===== config.mk =====
export PLATFORM = sky130hd
export DESIGN_NAME = ckt_cell
export DESIGN_NICKNAME = d
export VERILOG_FILES = /design/src/ckt_pkg.sv /design/src/ckt_cell.sv
export SDC_FILE = /design/constraint.sdc
export NUM_CORES = 1
export LEC_CHECK = 0
export ABC_CLOCK_PERIOD_IN_PS = 6510
export BUFFER_PORTS_ARGS = -buffer_cell sky130_fd_sc_hd__clkbuf_2
export CAP_MARGIN = 20
export CORE_MARGIN = 2
export CORE_UTILIZATION = 51
export DETAILED_ROUTE_END_ITERATION = 10
export PLACE_DENSITY = 0.75
export SYNTH_ARGS = -nofsm -noshare
export SYNTH_HDL_FRONTEND = slang
export SYNTH_SLANG_ARGS = --single-unit

===== constraint.sdc =====
create_clock -name clk -period 6.51 [get_ports clk]
set_clock_uncertainty 0.1 [all_clocks]
set_input_delay 1.302 -clock clk [delete_from_list [all_inputs] [get_ports clk]]
set_output_delay 1.302 -clock clk [all_outputs]
set_load 0.02 [all_outputs]

===== src/ckt_pkg.sv =====
// shared types and constants for the counting key table
package ckt_pkg;

	localparam int KeyWidth   = 32;
	localparam int CountWidth = 17;
	localparam int OpWidth    = 2;

	typedef logic [OpWidth-1:0]    op_t;
	typedef logic [KeyWidth-1:0]   key_t;
	typedef logic [CountWidth-1:0] count_t;

	localparam op_t OpAdd = 2'd0;
	localparam op_t OpDel = 2'd1;
	localparam op_t OpAsk = 2'd2;

	localparam count_t CountMax = {CountWidth{1'b1}};

	// a transaction as it walks down the row of cells
	typedef struct packed {
		logic   valid;
		op_t    op;
		key_t   key;
		logic   found;
		count_t occ;
		logic   ever;
	} qry_t;

endpackage


===== src/ckt_cell.sv =====
// one table entry: compares, claims or updates, then passes the transaction on
module ckt_cell (
	input  logic          clk,
	input  logic          arst_n,
	input  logic          adv,
	input  ckt_pkg::qry_t prev,
	output ckt_pkg::qry_t next
);
	import ckt_pkg::*;

	logic   used_q;
	key_t   key_q;
	count_t cnt_q;
	logic   hit;
	logic   claim;
	count_t inc;
	qry_t   nxt_d;
	logic   nxt_valid_q;
	qry_t   nxt_q;

	assign hit   = prev.valid && !prev.found && used_q && (key_q == prev.key);
	// used entries form a prefix, so the first free cell seen is the lowest one
	assign claim = prev.valid && !prev.found && !used_q && (prev.op == OpAdd);
	assign inc   = (cnt_q == CountMax) ? cnt_q : cnt_q + count_t'(1);

	always_comb begin
		nxt_d = prev;
		if (claim) begin
			nxt_d.found = 1'b1;
			nxt_d.occ   = count_t'(1);
		end else if (hit) begin
			nxt_d.found = 1'b1;
			case (prev.op)
				OpAdd: nxt_d.occ = inc;
				OpDel: nxt_d.occ = cnt_q;
				OpAsk: begin
					nxt_d.occ  = cnt_q;
					nxt_d.ever = 1'b1;
				end
				default: nxt_d.occ = '0;
			endcase
		end
	end

	always_ff @(posedge clk or negedge arst_n) begin
		if (!arst_n) begin
			used_q      <= 1'b0;
			nxt_valid_q <= 1'b0;
		end else if (adv) begin
			nxt_valid_q <= prev.valid;
			if (claim) begin
				used_q <= 1'b1;
			end
		end
	end

	always_ff @(posedge clk) begin
		if (adv) begin
			nxt_q <= nxt_d;
			if (claim) begin
				key_q <= prev.key;
				cnt_q <= count_t'(1);
			end else if (hit && prev.op == OpAdd) begin
				cnt_q <= inc;
			end else if (hit && prev.op == OpDel) begin
				cnt_q <= '0;
			end
		end
	end

	always_comb begin
		next       = nxt_q;
		next.valid = nxt_valid_q;
	end

endmodule


==> metrics.txt <==
Cell Area, Synth=0.00463 sq mm; crit-path cells=clkbuf_2, inv_1, ha_1, clkinv_1, nor3b_1, nor2_2, nor2_1, buf_4; RSZ-0062 raised after global routing=no; root buf cell=clkbuf_8; min-delay src=used_q$_DFFE_PN0P_; Iter 0 DRT Violations=238; Internal Power=0.000999 W; I/O pin count=111; worst hold path depth=1; routability congestion estimate=0.949; antenna diode count=0; YS warnings=0; reg2reg path depth=7; Die Width=99.3 microns; WHS=0.416 ns; CORE AREA=0.00876 sq mm; Pwr Density=242 mW/mm^2; Req. time, crit path=6.48 ns; Global Route Usage Sum=19.4%; layout cells sized above 1=31.5%; CTS tree=built; final wirelength=9400 microns; total gr overflow=0; Final setup viols=0; post-synthesis xor/xnor area fraction=8.71%; Lkg Pwr=2.07 nW; Sw Ratio=24.5%; Post-Syn Nets=391; complex-gate fraction of the synthesized area=9.06%; first-pass GRT wire length=14700 microns; Rows=34; Clock power frac=30.9%; largest family of logic cells by synthesized area=simple AND/OR/NAND/NOR gates; IO buf count=110; Fmax=0.211 GHz; 1st-pass router iterations=4; sequential-to-total area share from yosys stat=67.3%; reg-to-reg endpoint=cnt_q[12]$_SDFFCE_PP0P_; Max-slew headroom=38.2%; Via Count=3088; Hold Fails Final Rpt=0; H-tree depth=3; WHS Endpoint=used_q$_DFFE_PN0P_; post-CTS sizing=0; largest net degree at the start of global routing=57; CTS Buf Count=9; worst stage delay on the critical path=0.77 ns; maxcap violations=0; DR vias/cell=5.58; Worst R2R Setup Slack=3.07 ns; setup TNS=0 ns; Psw=0.000324 W; die area=0.00985 sq mm; Initial Util=52.8%; worst reg2reg startpoint=key_q[25]$_DFFE_PP_; post-route ant nets=0; Post-Syn Area per Cell=14.1 sq um; #FFs+latches synth=104; CTS Sinks=104; Adder-Cell Fraction of Synth Area=1.35%; critical path endpoint category=flip-flop; nets@finish=502; Synth-to-Final Area Change=18.3%; Die Ht=99.3 microns; status=completed; Pins Over Slew Limit=0; Hold Path Class=flip-flop to flip-flop; Least-Margin Pin Slew=0.926 ns; simple-gate portion of the synthesized area=11.0%; Clock Pin Slew Worst Setup and Hold Paths=0.10 ns; proportion of power drawn by flip-flops and latches=58.8%; Distinct cells, synth=45; CP max-delay cell=ha_1; combinational share of power=10.2%; CP Data Arrival Time=4.71 ns; worst setup path class=primary input to flip-flop; fin crit period=4.73 ns; vias in the first global route=2978; fin util=62.5%; post-DR wirelength/cell=17.0 microns; cts hold-fix bufs=0; maximum net fanout on the critical path=29; initial antenna violation count=0; clock buffer depth=2; VDD IR max=111 uV; Cells after Synth=329; nature of the critical path startpoint=primary input; Worst-Skew Late Latency=0.36 ns; Final period util=72.7%; Remaining DRCs=0; post-synthesis mux area share=0.676%; hpwl dp=6520 microns; post-CTS setup buffers=0
-- kinds of logic after synthesis --
logic type | Yosys count
compound gates | 59
xor+xnor | 46
fa+ha+maj | 5
buf+inv | 20
flops | 104
mux | 3
simple gates | 92
-- metal layers --
metal,vias up,track usage (%),part of all wire [%]
li1,1477,-,-
met1,1492,26.9,44
met2,104,29.8,49
met3,15,5.13,5.4
met4,0,6.85,1.9
met5,-,0,0
-- sequential cells by signal, indices dropped and copies added (netlist names) --
register	count
next	53
key_q	32
cnt_q	17
nxt_valid_q	1
used_q	1
-- cell type report --
class / instances / area [sq um]
Multi-Input combinational cell: 205 / 1420
Clock buffer: 9 / 124
Timing Repair Buffer: 113 / 573
Fill cell: 688 / 3290
Clock inverter: 7 / 78.8
Tap cell: 108 / 135
Sequential cell: 104 / 3110
Inverter: 7 / 26.3
-- worst max-delay path by stage --
stage | start | to | slack, ns
after floorplan | prev[40] | cnt_q[0]$_SDFFCE_PP1P_ | 2.64
after detailed placement | prev[51] | cnt_q[7]$_SDFFCE_PP0P_ | 1.41
after global routing | prev[51] | cnt_q[13]$_SDFFCE_PP0P_ | 1.44
final | prev[51] | cnt_q[12]$_SDFFCE_PP0P_ | 1.78
after global placement | prev[51] | cnt_q[8]$_SDFFCE_PP0P_ | 1.61
after CTS | prev[51] | cnt_q[9]$_SDFFCE_PP0P_ | 1.82
-- power groups by stage --
stage	registers, W	logic (W)	clock network [W]
floorplan	0.000830	0.0000358	0
global placement	0.000793	0.000135	0
detailed placement	0.000794	0.000136	0
CTS	0.000779	0.000137	0.000416
global route	0.000782	0.000146	0.000443
finish	0.000778	0.000135	0.000409
-- per-stage QoR --
stage / total power [W] / setup slack [ns] / instance area (sq um) / std cells
final: 0.00132 / 1.78 / 5470 / 553
after global placement: 0.000928 / 1.61 / 5270 / 537
after CTS: 0.00133 / 1.82 / 5470 / 553
after floorplan: 0.000865 / 2.64 / 4630 / 329
after detailed placement: 0.000931 / 1.41 / 5270 / 537
after global routing: 0.00137 / 1.44 / 5470 / 553
-- critical path, delay by kind of cell --
family	cells	cell delay, ns
buffers and inverters	4	1.04
adders and majority gates	1	0.77
and+or+nand+nor	3	1.59
-- synth_stat cells, drive strengths merged --
| cell | count | area, sq um |
|---|---|---|
| edfxtp | 102 | 3060 |
| xor2 | 30 | 263 |
| nor2 | 26 | 103 |
| nand2 | 16 | 60.1 |
| xnor2 | 16 | 140 |
| a21oi | 14 | 70.1 |
| nor4 | 11 | 98.8 |
| o21ai | 11 | 55.1 |
| a22o | 10 | 87.6 |
| nand3 | 9 | 45.0 |
| clkbuf | 8 | 31.3 |
| nand4 | 8 | 56.3 |
| o2bb2ai | 7 | 61.3 |
| buf | 5 | 33.8 |
| ha | 5 | 62.6 |
| inv | 5 | 18.8 |
| a31oi | 4 | 25.0 |
| nand2b | 4 | 25.0 |
| nor3 | 4 | 20.0 |
| a21o | 3 | 22.5 |
| a22oi | 3 | 22.5 |
| a31o | 3 | 26.3 |
| and3 | 3 | 18.8 |
| and4 | 2 | 17.5 |
| clkinv | 2 | 7.51 |
| dfrtp | 2 | 50.1 |
| mux2i | 2 | 20.0 |
| nor3b | 2 | 15.0 |
| or4 | 2 | 15.0 |
| a2111oi | 1 | 15.0 |
| a311oi | 1 | 15.0 |
| a32oi | 1 | 8.76 |
| a41o | 1 | 10.0 |
| and2 | 1 | 6.26 |
| mux2 | 1 | 11.3 |
| nor2b | 1 | 6.26 |
| nor4b | 1 | 8.76 |
| or2 | 1 | 6.26 |
| or3 | 1 | 6.26 |
-- layout by cell type (no fill, tap or decap), types with 9 or more instances in the layout --
cell type / netlist / layout
clkbuf_8: 0 / 9
nand3_1: 9 / 9
nor2_1: 24 / 24
edfxtp_1: 102 / 102
a22o_1: 10 / 10
nor4_1: 9 / 9
clkbuf_2: 1 / 110
xor2_1: 30 / 30
nand2_1: 16 / 16
o21ai_0: 11 / 11
a21oi_1: 14 / 14
xnor2_1: 16 / 16
No activity file was read; power rests on OpenSTA's default activity.
